[src/sv/orqa_pkg.sv]
// Shared types and constants of the ring queue with running year average.
// Depends on nothing.
package orqa_pkg;

  localparam int unsigned TAG_W  = 16;
  localparam int unsigned YEAR_W = 12;

  localparam logic CMD_INSERT = 1'b0;
  localparam logic CMD_REMOVE = 1'b1;

  localparam logic KIND_AVERAGE = 1'b0;
  localparam logic KIND_REMOVED = 1'b1;

  typedef struct packed {
    logic              cmd;
    logic [TAG_W-1:0]  item_tag;
    logic [YEAR_W-1:0] item_year;
  } in_item_t;

  typedef struct packed {
    logic              result_kind;
    logic [YEAR_W-1:0] average_year;
    logic [TAG_W-1:0]  removed_tag;
  } out_item_t;

  typedef struct packed {
    logic [TAG_W-1:0]  item_tag;
    logic [YEAR_W-1:0] item_year;
  } entry_t;

  typedef enum logic [2:0] {
    S_IDLE,
    S_POP,
    S_PUSH,
    S_PREP,
    S_DIV,
    S_OUT
  } state_e;

endpackage

[src/sv/orqa_ram.sv]
// Generic single-write, single-read RAM with registered read data.
// Depends on nothing.
module orqa_ram #(
  parameter int unsigned WIDTH = 28,
  parameter int unsigned DEPTH = 5
) (
  input  logic                                     clk_i,
  input  logic                                     we_i,
  input  logic [(DEPTH > 1 ? $clog2(DEPTH) : 1)-1:0] waddr_i,
  input  logic [WIDTH-1:0]                         wdata_i,
  input  logic [(DEPTH > 1 ? $clog2(DEPTH) : 1)-1:0] raddr_i,
  output logic [WIDTH-1:0]                         rdata_o
);

  logic [WIDTH-1:0] mem_q [DEPTH];
  logic [WIDTH-1:0] rdata_q;

  always_ff @(posedge clk_i) begin
    if (we_i) begin
      mem_q[waddr_i] <= wdata_i;
    end
    rdata_q <= mem_q[raddr_i];
  end

  assign rdata_o = rdata_q;

endmodule

[src/sv/overwrite_ring_queue_with_average.sv]
// Top level: ring queue that drops its oldest entry when full and reports the
// rounded mean of stored nonzero years. Depends on orqa_pkg and orqa_ram.
//
//   channel | direction | handshake             | payload
//   in      | input     | in_valid_i/in_stall_o | in_item_i  (in_item_t)
//   out     | output    | out_valid_o/out_stall_i | out_item_o (out_item_t)
//
// Insert: a full queue first drops its oldest entry (POP); the item is stored
// (PUSH), the division set up (PREP), then the compare-subtract divider gives
// one quotient bit per cycle over 12 steps (DIV); with no nonzero year stored
// DIV is skipped. Remove: the head tag is read in POP and shown in OUT; remove
// on an empty queue gives nothing and the block is ready again in the next cycle.
// One item at a time; out stall holds the result and keeps in_stall_o high.
// Reset clears indices, counts and sums; the entry store needs no clearing.
module overwrite_ring_queue_with_average
  import orqa_pkg::*;
#(
  parameter int unsigned QUEUE_DEPTH = 5
) (
  input  logic      clk_i,
  input  logic      rst_ni,
  input  logic      in_valid_i,
  output logic      in_stall_o,
  input  in_item_t  in_item_i,
  output logic      out_valid_o,
  input  logic      out_stall_i,
  output out_item_t out_item_o
);

  localparam int unsigned IDX_W  = (QUEUE_DEPTH > 1) ? $clog2(QUEUE_DEPTH) : 1;
  localparam int unsigned CNT_W  = $clog2(QUEUE_DEPTH + 1);
  localparam int unsigned SUM_W  = YEAR_W + CNT_W;
  localparam int unsigned NUM_W  = SUM_W + 1;
  localparam int unsigned REM_W  = CNT_W + 2;
  localparam int unsigned STEP_W = $clog2(YEAR_W);
  localparam int unsigned ENT_W  = $bits(entry_t);

  state_e state_q, state_d;

  logic [IDX_W-1:0]  head_q, head_d, tail_q, tail_d;
  logic [CNT_W-1:0]  count_q, count_d, dated_q, dated_d;
  logic [SUM_W-1:0]  sum_q, sum_d;
  logic [STEP_W-1:0] step_q, step_d;
  logic [REM_W-1:0]  rem_q, rem_d;
  logic [YEAR_W-1:0] quo_q, quo_d;
  in_item_t          item_q, item_d;
  out_item_t         res_q, res_d;

  logic             in_acc;
  logic             ram_we;
  logic [ENT_W-1:0] ram_rdata;
  entry_t           rd_entry;
  entry_t           wr_entry;
  logic [NUM_W-1:0] num;
  logic [REM_W-1:0] trial, den;
  logic             trial_ge;

  assign in_acc   = in_valid_i && !in_stall_o;
  assign rd_entry = entry_t'(ram_rdata);
  assign wr_entry = '{item_tag: item_q.item_tag, item_year: item_q.item_year};

  orqa_ram #(
    .WIDTH (ENT_W),
    .DEPTH (QUEUE_DEPTH)
  ) u_store (
    .clk_i   (clk_i),
    .we_i    (ram_we),
    .waddr_i (tail_q),
    .wdata_i (wr_entry),
    .raddr_i (head_q),
    .rdata_o (ram_rdata)
  );

  // next state
  always_comb begin
    state_d = state_q;
    case (state_q)
      S_IDLE: begin
        if (in_acc) begin
          if (in_item_i.cmd == CMD_REMOVE) begin
            state_d = (count_q == '0) ? S_IDLE : S_POP;
          end else begin
            state_d = (count_q == CNT_W'(QUEUE_DEPTH)) ? S_POP : S_PUSH;
          end
        end
      end
      S_POP:  state_d = (item_q.cmd == CMD_REMOVE) ? S_OUT : S_PUSH;
      S_PUSH: state_d = S_PREP;
      S_PREP: state_d = (dated_q == '0) ? S_OUT : S_DIV;
      S_DIV: begin
        if (step_q == STEP_W'(YEAR_W - 1)) begin
          state_d = S_OUT;
        end
      end
      S_OUT: begin
        if (!out_stall_i) begin
          state_d = S_IDLE;
        end
      end
      default: state_d = S_IDLE;
    endcase
  end

  // outputs
  always_comb begin
    in_stall_o  = 1'b1;
    out_valid_o = 1'b0;
    ram_we      = 1'b0;
    case (state_q)
      S_IDLE:  in_stall_o  = 1'b0;
      S_PUSH:  ram_we      = 1'b1;
      S_OUT:   out_valid_o = 1'b1;
      default: ;
    endcase
  end

  // shared compare-subtract step
  assign num      = {sum_q, 1'b0} + NUM_W'(dated_q);
  assign trial    = {rem_q[REM_W-2:0], quo_q[YEAR_W-1]};
  assign den      = REM_W'({dated_q, 1'b0});
  assign trial_ge = (trial >= den);

  always_comb begin
    head_d  = head_q;
    tail_d  = tail_q;
    count_d = count_q;
    dated_d = dated_q;
    sum_d   = sum_q;
    step_d  = step_q;
    rem_d   = rem_q;
    quo_d   = quo_q;
    item_d  = item_q;
    res_d   = res_q;
    case (state_q)
      S_IDLE: begin
        if (in_acc) begin
          item_d = in_item_i;
        end
      end
      S_POP: begin
        if (rd_entry.item_year != '0) begin
          sum_d   = sum_q - SUM_W'(rd_entry.item_year);
          dated_d = dated_q - CNT_W'(1);
        end
        head_d  = (head_q == IDX_W'(QUEUE_DEPTH - 1)) ? '0 : head_q + IDX_W'(1);
        count_d = count_q - CNT_W'(1);
        res_d   = '{result_kind: KIND_REMOVED, average_year: '0,
                    removed_tag: rd_entry.item_tag};
      end
      S_PUSH: begin
        tail_d  = (tail_q == IDX_W'(QUEUE_DEPTH - 1)) ? '0 : tail_q + IDX_W'(1);
        count_d = count_q + CNT_W'(1);
        if (item_q.item_year != '0) begin
          sum_d   = sum_q + SUM_W'(item_q.item_year);
          dated_d = dated_q + CNT_W'(1);
        end
      end
      S_PREP: begin
        rem_d  = REM_W'(num[NUM_W-1:YEAR_W]);
        quo_d  = num[YEAR_W-1:0];
        step_d = '0;
        res_d  = '{result_kind: KIND_AVERAGE, average_year: '0, removed_tag: '0};
      end
      S_DIV: begin
        rem_d  = trial_ge ? (trial - den) : trial;
        quo_d  = {quo_q[YEAR_W-2:0], trial_ge};
        step_d = step_q + STEP_W'(1);
        res_d  = '{result_kind: KIND_AVERAGE, average_year: quo_d, removed_tag: '0};
      end
      default: ;
    endcase
  end

  always_ff @(posedge clk_i or negedge rst_ni) begin
    if (!rst_ni) begin
      state_q <= S_IDLE;
      head_q  <= '0;
      tail_q  <= '0;
      count_q <= '0;
      dated_q <= '0;
      sum_q   <= '0;
    end else begin
      state_q <= state_d;
      head_q  <= head_d;
      tail_q  <= tail_d;
      count_q <= count_d;
      dated_q <= dated_d;
      sum_q   <= sum_d;
    end
  end

  always_ff @(posedge clk_i) begin
    step_q <= step_d;
    rem_q  <= rem_d;
    quo_q  <= quo_d;
    item_q <= item_d;
    res_q  <= res_d;
  end

  assign out_item_o = res_q;

endmodule

[config.mk]
export PLATFORM = sky130hd
export DESIGN_NAME = overwrite_ring_queue_with_average
export DESIGN_NICKNAME = d
export VERILOG_FILES = /design/src/sv/orqa_pkg.sv /design/src/sv/orqa_ram.sv /design/src/sv/overwrite_ring_queue_with_average.sv
export SDC_FILE = /design/constraint.sdc
export NUM_CORES = 1
export LEC_CHECK = 0
export ABC_CLOCK_PERIOD_IN_PS = 4800
export BUFFER_PORTS_ARGS = -buffer_cell sky130_fd_sc_hd__buf_4
export CORE_MARGIN = 10
export CORE_UTILIZATION = 30
export CTS_BUF_LIST = sky130_fd_sc_hd__clkbuf_2
export CTS_CLUSTER_DIAMETER = 60
export DETAILED_ROUTE_END_ITERATION = 6
export PLACE_DENSITY_LB_ADDON = 0.25
export SLEW_MARGIN = 15
export SYNTH_ARGS = -nofsm -noshare
export SYNTH_HDL_FRONTEND = slang
export SYNTH_SLANG_ARGS = --single-unit
[constraint.sdc]
create_clock -name clk_i -period 4.8 [get_ports clk_i]
set_input_delay 1.2 -clock clk_i [delete_from_list [all_inputs] [get_ports clk_i]]
set_output_delay 1.2 -clock clk_i [all_outputs]
set_load 0.03 [all_outputs]
Yosys cells after proc, flatten, opt, wreduce, memory -nomap -nowiden
Memories as Yosys holds them, arrays and structs flattened. A register that Yosys moved wholly into a read port is not among the register bits.
Index checks and enable logic that the tools add are counted.
{ "classes": {"n_addsub": 11, "order_cmp": 1, "eq_ne": 14, "mux": 28, "reduce_logical": 12} }
{ "ops": {"columns": ["cell", "n"], "rows": [
  ["$pmux 29 s3", 1],
  ["$mux 15", 2],
  ["$pmux 15 s2", 1],
  ["$mux 3", 8],
  ["$pmux 12 s2", 1],
  ["$reduce_bool 12->1", 2],
  ["$pmux 3 s6", 1],
  ["$add 16x3->16", 1],
  ["$pmux 4 s2", 2],
  ["$add 15x12->15", 1],
  ["$eq 3x3->1 const B", 5],
  ["$sub 15x12->15", 1],
  ["$add 3x1->3 const B", 4],
  ["$pmux 3 s2", 2],
  ["$ne 2x2->1 const B", 5],
  ["$logic_not 3->1", 3],
  ["$mux 1", 7],
  ["$eq 3x2->1 const B", 2],
  ["$reduce_and 3->1", 2],
  ["$sub 3x1->3 const B", 2],
  ["$ge 5x4->1", 1],
  ["$add 4x1->4 const B", 1],
  ["$eq 4x4->1 const B", 1],
  ["$mux 2", 2],
  ["7 further kinds", 8]
]} }
{ "totals": {"regBits": 108, "mem_bits_rw": 140, "in_bits": 33, "out_inout_bits": 31, "n_memories": 1} }
{ "memory_table": {"columns": ["name", "depth", "width", "read_ports", "rd_clocked_by_memory_dff", "write_ports", "line", "source"], "rows": [
  ["u_store.mem_q", 5, 28, 1, 1, 1, "orqa_ram.sv:15", "logic [WIDTH-1:0] mem_q [DEPTH];"]
]} }

Logic depth before layout (Yosys ltp)
Gate-level depths: netlist (run 1).
{ "logic_depth": {"depth_word": 5, "ltp_mapped": 14, "ltp_nobuf": 13} }

Hierarchy
Synthesis (run 1) repeated with hierarchy kept, for this count alone.
{ "hier_totals": {"hier_cells": 822, "area_unflattened_um2": 11685.0} }
{ "modules_own_cells": {"columns": ["module", "n_inst", "cells_each", "area_each_um2"], "rows": [
  ["orqa_ram", 1, 335, 6068.3],
  ["overwrite_ring_queue_with_average", 1, 487, 5616.6]
]} }

Worst setup path after synthesis (run 1)
Ideal clock, no wire load.
{ "synth_timing": {"path_type": "flip-flop to flip-flop", "startpoint": "register state_q[2]", "endpoint": "memory u_store.mem_q[1][0], enable pin", "arrival_ns": 4.013, "t_required_ns": 4.316, "setup_slack_ns": 0.303, "path_stages_with_launch": 6, "path_buffers": 2, "cell_sequence": "dfrtp_1 > nor3b_2 > clkbuf_1 > inv_1 > clkbuf_1 > nor4_1"} }
{ "synth_via": {"elab_chain_len": 4} }
{ "synth_lines": {"columns": ["element", "line", "source"], "rows": [
  ["from (decl)", "overwrite_ring_queue_with_average.sv:38", "state_e state_q, state_d;"],
  ["from (signal assigned)", "overwrite_ring_queue_with_average.sv:183", "state_q <= state_d;"],
  ["$eq 3x2->1", "overwrite_ring_queue_with_average.sv:109", "case (state_q)"],
  ["$mux 1", "overwrite_ring_queue_with_average.sv:109", null],
  ["$mux 1", "orqa_ram.sv:19", "if (we_i) begin"],
  ["$mux 1 (implied by the code)", "orqa_ram.sv:20", "mem_q[waddr_i] <= wdata_i;"],
  ["to (decl)", "orqa_ram.sv:15", null]
]} }
Every way passes these cells.

Final worst setup path (run 1)
{ "layout_timing": {"startpoint": "register state_q[2]", "endpoint": "register sum_q[14]"} }
{ "layout_via": {"elab_chain_len": 3, "elab_cells_between_ends": 7, "cone_classes": "eq/ne: 4; mux: 1; reduce/logical: 2"} }
{ "layout_lines": {"columns": ["element", "line", "source"], "rows": [
  ["$eq 3x2->1 / $eq 3x1->1 (equally long branches)", "overwrite_ring_queue_with_average.sv:134", "case (state_q)"],
  ["$ne 2x2->1 (no line) / $reduce_bool 2->1 (equally long branches)", null, null],
  ["$reduce_and 3->1 (no line)", null, null],
  ["to (signal assigned)", "overwrite_ring_queue_with_average.sv:188", "sum_q <= sum_d;"],
  ["to (decl)", "overwrite_ring_queue_with_average.sv:42", "logic [SUM_W-1:0] sum_q, sum_d;"]
]} }
Several ways; a longest one is shown, not always the timed one.
A chain may end at the register's enable or synchronous reset.

==> results of run 1 <==
## cell families (layout without fill, tap and decap cells)
| logic type | after synthesis | after routing | synth area share [%] |
|---|---|---|---|
| AO/OA/AOI/OAI | 107 | 107 | 5.86 |
| XOR/XNOR | 40 | 40 | 3.07 |
| adder cells (fa/ha/maj) | 34 | 34 | 4.05 |
| buffers and inverters | 47 | 225 | 1.69 |
| flip-flops | 276 | 276 | 68.8 |
| multiplexers | 59 | 59 | 8.55 |
| other | 0 | 1 | 0 |
| AND/OR/NAND/NOR | 177 | 177 | 8.04 |
## flip-flops by register name, summed over array words and instances, names as in the netlist, 4 cells and up
| signal | cells |
|---|---|
| quo_q | 12 |
| sum_q | 15 |
| u_store.mem_q | 140 |
| rem_q | 4 |
| out_item_o | 29 |
| step_q | 4 |
| u_store.rdata_o | 28 |
| item_q | 29 |
## synth_stat cells, types with 15 or more instances
| master | count |
|---|---|
| ha_1 | 29 |
| edfxtp_1 | 218 |
| a21o_1 | 16 |
| and2_1 | 19 |
| o21ai_0 | 32 |
| and3_1 | 15 |
| dfxtp_1 | 28 |
| a21oi_1 | 27 |
| xnor2_1 | 16 |
| clkbuf_1 | 17 |
| mux2_2 | 29 |
| xor2_1 | 24 |
| nand2_1 | 49 |
| dfrtp_1 | 30 |
| mux4_2 | 28 |
| nor2_1 | 43 |
| inv_1 | 22 |
## layout by cell type (no fill, tap or decap), drive strengths merged, types with 10 or more instances in the layout
| master | instances |
|---|---|
| edfxtp | 218 |
| clkbuf | 117 |
| buf | 74 |
| nand2 | 49 |
| nor2 | 44 |
| o21ai | 33 |
| dfrtp | 30 |
| mux2 | 29 |
| ha | 29 |
| mux4 | 28 |
| dfxtp | 28 |
| a21oi | 27 |
| inv | 25 |
| xor2 | 24 |
| and2 | 19 |
| xnor2 | 16 |
| a21o | 16 |
| and3 | 15 |
| nand3 | 10 |
## stage by stage
step / area [µm²] / hold slack, ns / cells / worst slack, ns / total power [mW]
finish: 13200 / 0.270 / 1430 / 1.19 / 8.95
global route: 13200 / 0.200 / 1430 / 0.814 / 9.70
CTS: 13200 / 0.199 / 1429 / 1.11 / 9.14
detailed placement: 12500 / 0.456 / 1300 / 1.21 / 7.50
global placement: 12500 / 0.451 / 1300 / 1.22 / 7.48
floorplan: 11400 / 0.448 / 740 / 0.303 / 6.44
## power by group through the flow
stage | Sequential, mW | Combinational (mW) | Clock (mW)
after floorplan | 4.03 | 2.41 | 0
after global placement | 4.07 | 3.41 | 0
after detailed placement | 4.08 | 3.42 | 0
after CTS | 4.02 | 3.44 | 1.67
after global routing | 4.11 | 3.80 | 1.80
final | 4.00 | 3.37 | 1.58
## worst max-delay path: stages (launching register included)
cell	delay (ns)
dfrtp_1	0.76
nor3b_2	0.10
buf_4	0.23
inv_1	0.51
nand2_1	0.11
nand2_1	0.12
inv_1	0.06
fa_1	0.42
nand2b_1	0.18
a21oi_1	0.22
o21ai_0	0.13
o311a_1	0.37
mux2i_1	0.19
xnor2_1	0.13
## worst max path at each step
| stage | startpoint | to | slack, ns |
|---|---|---|---|
| finish | state_q[2] | sum_q[14] | 1.19 |
| global route | state_q[2] | sum_q[14] | 0.81 |
| CTS | state_q[1] | in_stall_o | 1.11 |
| detailed placement | state_q[2] | sum_q[14] | 1.21 |
| global placement | state_q[2] | sum_q[14] | 1.22 |
| floorplan | state_q[2] | u_store.mem_q[1][0] | 0.30 |
## metal layers
layer	GRT usage (%)	routed length [µm]
met4	4.62	622
met3	3.15	1280
met1	13.4	11200
met2	15.6	10600
met5	0	0
## area by class of cell
| cell class | count | share of cell area [%] |
|---|---|---|
| Clock buffer | 117 | 4.44 |
| Clock inverter | 12 | 0.408 |
| Timing Repair Buffer | 74 | 4.22 |
| Sequential cell | 276 | 59.7 |
| Antenna cell | 1 | 0.0190 |
| Inverter | 22 | 0.627 |
| Tap cell | 511 | 4.85 |
| Multi-Input combinational cell | 417 | 25.8 |
==> flow_metrics.tcl, run 1 <==
set metrics [dict create \
    via_per_inst 4.51 \
    wire_per_inst_um 16.6 \
    grt_pass1_vias 6741 \
    worstPathArrival_ns 4.35 \
    dpl.hpwl_um 14800 \
    cts.repair.resized 0 \
    grt_util_all_layers_pct 10.3 \
    synth_area_leaders "edfxtp_1, dfrtp_1, mux4_2" \
    rsz0062_at_grt "false" \
    p_sw_mw 3.40 \
    seq_power_share_pct 44.7 \
    ys.warnings.count 0 \
    post-route-period-util_pct 75.3 \
    cts-root-buf "clkbuf_2" \
    outcome "finished, final reports clean" \
    ant_nets 0 \
    synth_edf_count 218 \
    ios 64 \
    rows 71 \
    cts_tree "built" \
    cp-start-kind "register" \
    htreeDepth 3 \
    ys_seq_elements 276 \
    drv_slew 0 \
    regToRegEndpoint "sum_q[14]" \
    worstPathRequired_ns 5.53 \
    final.min_clock_period_ns 3.61 \
    r2r_slack_ns 1.19 \
    regToRegStartpoint "state_q[2]" \
    ys.flop_type "edfxtp_1" \
    antenna_found_initial 1 \
    drive_gt1_share_pct 29.3 \
    core-area_um2 37700 \
    dieArea_um2 46300 \
    grt_overflow_total 0 \
    synth_cell_types 57 \
    vdd_drop_max_uv 218 \
    path_clk_slew_ns 0.11 \
    slew_headroom_pct 45.3 \
    drv_cap 0 \
    end_kind "register" \
    grt_pass1_wl_um 37900 \
    cts_made_buffers 75 \
    hold_path_class "in -> async" \
    p_clk_share_pct 17.7 \
    insertion_delay_ns 0.85 \
    reg2reg_depth 13 \
    synthesis.area_um2 11400 \
    drt_wl_total_um 23700 \
    multi_input_area_um2 3400 \
    portBuffers 63 \
    fin_util_pct 35.0 \
    netlist_instances 740 \
    postCtsSetupBuffers 0 \
    max_clock_freq_mhz 277 \
    vias 6448 \
    fin_setup_tns_ns 0 \
    clockBufferDepth 3 \
    power_density_nw_per_um2 679 \
    syn_avg_cell_area_um2 15.4 \
    worst_pin_slew_ns 0.819 \
    grt_max_degree 35 \
    initial_utilization_pct 30.3 \
    intPower_mw 5.55 \
    dieHeight_um 215 \
    p_comb_share_pct 37.7 \
    seq_area_frac_synth_pct 68.8 \
    ff_latch_area_um2 7860 \
    p_leak_nw 4.92 \
    drt_iter0_markers 337 \
    setup_viol 0 \
    critical_path_class "reg -> reg" \
    hold_viol_final 0 \
    gp_congestion 0.815 \
    yosys.area.top_type_share_pct 57.3 \
    fillers 3748 \
    critPathMaxFanout 23 \
    synth_top_area_cell "edfxtp_1" \
    nets 933 \
    drt_first_pass_iters 5 \
    cts.sinks 276 \
    finClkSkew_ns 0.0742 \
    synthArstFlopShare_pct 10.9 \
    switching_share_pct 38.0 \
    die_w_um 215 \
    synthesis.nets 807 \
    drc 0 \
    hold_buffers 0 \
    areaGrowthSynthToFinish_pct 15.3 \
]
No activity file was read; power rests on OpenSTA's default activity.
==> inputs of run 2 (changes only) <==
--- a/config.mk
+++ b/config.mk
@@ -5,7 +5,7 @@
 export SDC_FILE = /design/constraint.sdc
 export NUM_CORES = 1
 export LEC_CHECK = 0
-export ABC_CLOCK_PERIOD_IN_PS = 4800
+export ABC_CLOCK_PERIOD_IN_PS = 2900
 export BUFFER_PORTS_ARGS = -buffer_cell sky130_fd_sc_hd__buf_4
 export CORE_MARGIN = 10
 export CORE_UTILIZATION = 30
==> constraint.sdc (replaced) <==
create_clock -name clk_i -period 2.9 [get_ports clk_i]
set_input_delay 0.725 -clock clk_i [delete_from_list [all_inputs] [get_ports clk_i]]
set_output_delay 0.725 -clock clk_i [all_outputs]
set_load 0.03 [all_outputs]
==> run 2 against run 1 <==
  * The flow now finishes with violations (negative setup slack)
  * Fmax grew 22%
  * Critical path depth is the same
  * First-iteration DRC count shrank 9.2%
  * Worst hold slack lost 0.14 ns
  * Clock-buffer cell count shrank 3
  * Sequential share of layout area shrank 3.8 points
  * Utilization grew 2.4 points
  * Die area is the same
  * Worst setup slack lost 1.2 ns
  * Largest cell class unchanged
  * Largest power group is now combinational logic
  * Highest routed layer unchanged
==> flow_metrics.tcl, run 2 (same netlist as run 1, synthesis figures left out) <==
set metrics [dict create \
    drt_wl_total_um 23900 \
    drt_first_pass_iters 6 \
    critPathBufInv 0 \
    critical_path_class "reg -> reg" \
    crit_path_start "u_store.rdata_o[2]" \
    rows 71 \
    dp_slack_ns -0.199 \
    grt_pass1_wl_um 38800 \
    insertion_delay_ns 0.85 \
    regToRegEndpoint "sum_q[14]" \
    top_register "u_store.mem_q" \
    cpMaxStageDelayCell "or4_4" \
    core-area_um2 37700 \
    setup_viol 1 \
    drv_slew 0 \
    worstPathRequired_ns 3.66 \
    grt_max_degree 32 \
    slew_headroom_pct 67.0 \
    vdd_drop_max_uv 325 \
    ant_nets 0 \
    cp-start-kind "register" \
    drt_iter0_markers 306 \
    dpl.hpwl_um 15500 \
    rsz0062_at_grt "true" \
    fin_util_pct 37.3 \
    hold_viol_final 0 \
    p_leak_nw 5.34 \
    dieHeight_um 215 \
    via_per_inst 4.41 \
    cts_tree "built" \
    drc 0 \
    layout_common_cells "edfxtp_1, buf_4, clkbuf_2" \
    end_kind "register" \
    critPathMaxFanout 3 \
    wire_per_inst_um 15.8 \
    fillers 3676 \
    dieArea_um2 46300 \
    post-route-period-util_pct 102 \
    post-route-cell-area_um2 14100 \
    cts-root-buf "clkbuf_2" \
    drive_gt1_share_pct 34.2 \
    areaGrowthSynthToFinish_pct 23.1 \
    antenna_found_initial 1 \
    gp_congestion 0.786 \
    grt_util_all_layers_pct 10.5 \
    max_clock_freq_mhz 338 \
    dp.cells 1349 \
    portBuffers 63 \
    largest_reg_flops 140 \
    vias 6671 \
    clockBufferDepth 3 \
    worst_hold_slack_ns 0.128 \
    worstPathArrival_ns 3.71 \
    failed_checks "negative setup slack" \
    reg2reg_depth 13 \
    crit_chain "or3_4 > nor3_4 > nand2b_1 > or4_4 > xnor2_2 > a21oi_2 > ha_1 > nand4_1 > o21ai_1 > o221ai_1 > o311a_1 > mux2i_1 > xnor2_1" \
    outcome "complete, but fails checks" \
    regToRegStartpoint "u_store.rdata_o[2]" \
    worst-path-stages 13 \
    hold_path_class "in -> reg" \
    cts.sinks 276 \
    r2r_slack_ns -0.06 \
    finalNonFillerCells 1512 \
    path_clk_slew_ns 0.09 \
    ios 64 \
    final_common_cell "edfxtp_1" \
    drv_cap 0 \
    grt_pass1_vias 7086 \
    critPathCapture "sum_q[14]" \
    final.min_clock_period_ns 2.96 \
    max_stage_delay_ns 0.45 \
    power_density_nw_per_um2 1130 \
    die_w_um 215 \
    cts_made_buffers 73 \
    htreeDepth 3 \
    worst_pin_slew_ns 0.494 \
    nets 1015 \
    placed_cell_area_um2 13000 \
    initial_utilization_pct 30.3 \
    finClkSkew_ns 0.0559 \
    fin_ws_ns -0.0558 \
    grt_overflow_total 0 \
    critical-path-top-delay-family "simple AND/OR/NAND/NOR gates" \
]
## run 2: cell count changes in the layout (fill, tap and decap cells not counted), moves of 3 or more
cell           delta
o21ai_0           -7
o21ai_1           +5
ha_1              -3
buf_4            +51
a21oi_2           +7
a21oi_1           -8
clkbuf_2          -3
a21boi_0          -3
dlygate4sd3_1    +29
## run 2: worst min path at each step
stage,endpoint,cells past startpoint,startpoint,slack (ns)
floorplan,count_q[0],0,rst_ni,0.43
global placement,u_store.rdata_o[18],1,u_store.mem_q[4][18],0.45
detailed placement,u_store.rdata_o[18],1,u_store.mem_q[4][18],0.46
CTS,item_q[27],1,in_item_i[27],0.003
global route,item_q[28],1,in_item_i[28],0.04
finish,item_q[28],1,in_item_i[28],0.13
## run 2: routing by layer
metal  vias up  global-route usage, %  share of wire, %
met3        48                   3.08               5.1
met4         0                   4.55               2.3
met2       145                   15.7                45
met5         -                      0                 0
li1       3262                      -                 -
met1      3216                   13.9                47
## run 2: area by class of cell
type                       instances  area [µm²]  share of cell area [%]
antenna                            1        2.50                  0.0178
clock buffer                     114         571                    4.06
clock inverter                    13        85.1                   0.605
inverter                          22        86.3                   0.614
multi-input combinational        417        3530                    25.1
sequential                       276        7860                    55.9
tap                              511         639                    4.55
timing repair buffer             158        1290                    9.18
## run 2: per-stage QoR
stage               setup TNS [ns]  power, mW
global placement            -0.270       13.0
finish                     -0.0558       15.9
global route                -0.697       17.2
floorplan                    -1.47       10.7
detailed placement          -0.520       13.1
CTS                         -0.136       16.0
## run 2: what timing repair did
item / 4_1_cts / 5_1_grt
endpoints found under the setup margin: 6 / 9
buffers inserted: 2 / 4
pin swaps: 14 / 18
cloned: 0 / 0
hold endpoints to repair: 56 / 2
hold buffers: 27 / 2
resized for setup: 16 / 18
## run 2: power breakdown
group / switching (mW) / internal (mW)
Sequential: 0.745 / 5.66
Combinational: 3.62 / 3.20
Clock: 1.54 / 1.12
Total: 5.91 / 9.97
==> inputs of run 3 (changes only) <==
--- a/config.mk
+++ b/config.mk
@@ -9,7 +9,6 @@
 export BUFFER_PORTS_ARGS = -buffer_cell sky130_fd_sc_hd__buf_4
 export CORE_MARGIN = 10
 export CORE_UTILIZATION = 30
-export CTS_BUF_LIST = sky130_fd_sc_hd__clkbuf_2
 export CTS_CLUSTER_DIAMETER = 60
 export DETAILED_ROUTE_END_ITERATION = 6
 export PLACE_DENSITY_LB_ADDON = 0.25
==> constraint.sdc (replaced) <==
create_clock -name clk_i -period 2.9 [get_ports clk_i]
set_input_delay 0.725 -clock clk_i [delete_from_list [all_inputs] [get_ports clk_i]]
set_output_delay 0.725 -clock clk_i [all_outputs]
set_load 0.01 [all_outputs]
==> run 3 against run 2 <==
  * Die area unchanged
  * Critical path type unchanged
  * Non-clock buffer count decreased by 26
  * Clock skew decreased by 0.040 ns
  * Largest power group unchanged
  * The run still ends with negative setup slack left
  * Clock-buffer cell count decreased by 82
  * Utilization increased by 0.43 points
  * Clock power increased by 52%
  * Combinational power decreased by 4.7%
==> flow_metrics.tcl, run 3 (same netlist as run 1, synthesis figures left out) <==
set metrics [dict create \
    outcome "complete, but fails checks" \
    failed_checks "negative setup slack" \
    grt_max_degree 32 \
    core-area_um2 37700 \
    clockBufferDepth 3 \
    rows 71 \
    hold_viol_final 0 \
    vdd_drop_max_uv 487 \
    dieArea_um2 46300 \
    wire_per_inst_um 16.5 \
    cpMaxStageDelayCell "or4_4" \
    largest_reg_flops 140 \
    path_clk_slew_ns 0.06 \
    p_clk_share_pct 23.9 \
    max_stage_delay_ns 0.45 \
    drt_iter0_markers 308 \
    drc 0 \
    cts_tree "built" \
    critical_path_class "reg -> reg" \
    crit_chain "or3_4 > nor3_4 > nand2b_1 > or4_4 > xnor2_2 > a21oi_2 > ha_1 > nand4_1 > o21ai_1 > o221ai_1 > o311a_1 > mux2i_1 > xnor2_1" \
    cts-root-buf "clkbuf_16" \
    dpl.hpwl_um 15500 \
    drv_slew 0 \
    areaGrowthSynthToFinish_pct 24.5 \
    power_density_nw_per_um2 1190 \
    insertion_delay_ns 0.55 \
    hold_path_class "in -> async" \
    grt_pass1_wl_um 37500 \
    via_per_inst 4.47 \
    fin_ws_ns -0.0349 \
    p_comb_share_pct 38.3 \
    portBuffers 63 \
    vias 6325 \
    slew_headroom_pct 67.5 \
    drv_cap 0 \
    max_clock_freq_mhz 341 \
    drt_wl_total_um 23400 \
    worst_pin_slew_ns 0.487 \
    final_common_cell "edfxtp_1" \
    top_register "u_store.mem_q" \
    antenna_found_initial 0 \
    worstPathRequired_ns 3.37 \
    grt_pass1_vias 6588 \
    worstPathArrival_ns 3.40 \
    drt_first_pass_iters 4 \
    fin_util_pct 37.8 \
    dp_slack_ns -0.199 \
    ios 64 \
    ant_nets 0 \
    switching_share_pct 32.9 \
    post-route-cell-area_um2 14200 \
    p_leak_nw 5.26 \
    nets 947 \
    die_w_um 215 \
    grt_overflow_total 0 \
    cts_made_buffers 30 \
    cts.sinks 276 \
    setup_viol 1 \
    layout_common_cells "edfxtp_1, buf_4, nand2_1" \
    final.min_clock_period_ns 2.93 \
    finClkSkew_ns 0.0157 \
    power.total_mw 17.0 \
    diodes 0 \
    critPathMaxFanout 3 \
    grt_util_all_layers_pct 10.0 \
    drive_gt1_share_pct 30.8 \
    end_kind "register" \
    dieHeight_um 215 \
    initial_utilization_pct 30.3 \
    post-route-period-util_pct 101 \
    seq_power_share_pct 37.8 \
    placed_cell_area_um2 13000 \
    cp-start-kind "register" \
    htreeDepth 1 \
    rsz0062_at_grt "true" \
    p_sw_mw 5.59 \
    intPower_mw 11.4 \
    fin_setup_tns_ns -0.0349 \
    gp_congestion 0.786 \
]
## run 3: through the flow
step                std cells  hold WS (ns)
floorplan                 740         0.429
global placement         1349         0.450
detailed placement       1349         0.456
CTS                      1407        0.0991
global route             1415         0.106
finish                   1415        0.0965
## run 3: area by class of cell
class / count / area [µm²]
Clock buffer: 32 / 779
Clock inverter: 24 / 294
Fill cell: 3598 / 23400
Inverter: 22 / 86.3
Multi-Input combinational cell: 417 / 3530
Sequential cell: 276 / 7860
Tap cell: 511 / 639
Timing Repair Buffer: 132 / 1030
Timing Repair inverter: 1 / 7.51
## run 3: power by group through the flow
stage	sequential [mW]	combinational [mW]	clock, mW
finish	6.41	6.50	4.05
floorplan	6.36	4.04	0
detailed placement	6.51	6.23	0
global route	6.57	7.32	4.35
CTS	6.43	6.37	4.18
global placement	6.48	6.21	0
## run 3: repair_timing
item / 4_1_cts / 5_1_grt
cloned: 0 / 1
setup endpoints to repair: 6 / 8
hold buffers: 0 / 0
setup buffers: 2 / 7
pin swaps: 13 / 24
gates resized for setup: 13 / 26
## run 3: routing by layer
| metal | wire (µm) | GRT usage [%] | vias up | share of wire (%) |
|---|---|---|---|---|
| li1 | - | - | 3066 | - |
| met1 | 11100 | 13.8 | 3114 | 48 |
| met2 | 10700 | 15.7 | 112 | 46 |
| met3 | 1050 | 1.99 | 33 | 4.5 |
| met4 | 463 | 2.75 | 0 | 2.0 |
| met5 | 0 | 0 | - | 0 |
## run 3: final timing paths
| kind | start | to | slack (ns) | cells after the start |
|---|---|---|---|---|
| worst min register to register | u_store.mem_q[4][18] | u_store.rdata_o[18] | 0.47 | 1 |
| worst max register to register | u_store.rdata_o[2] | sum_q[14] | -0.03 | 13 |
| worst min-delay path | rst_ni | dated_q[0] | 0.1 | 1 |
| max in group asynchronous | rst_ni | head_q[0] | 2.47 | 1 |
| worst max-delay path | u_store.rdata_o[2] | sum_q[14] | -0.03 | 13 |
| min in group clk_i | in_item_i[21] | item_q[21] | 0.35 | 1 |
## run 3: critical path: cells and delay by family, from the launching register on
kind	cells	cell delay, ns
DFF	1	0.32
adders and majority gates	1	0.25
muxes	1	0.21
and+or+nand+nor	5	1.20
xor gates and xnor gates	2	0.28
AOI/OAI and AO/OA	4	0.61
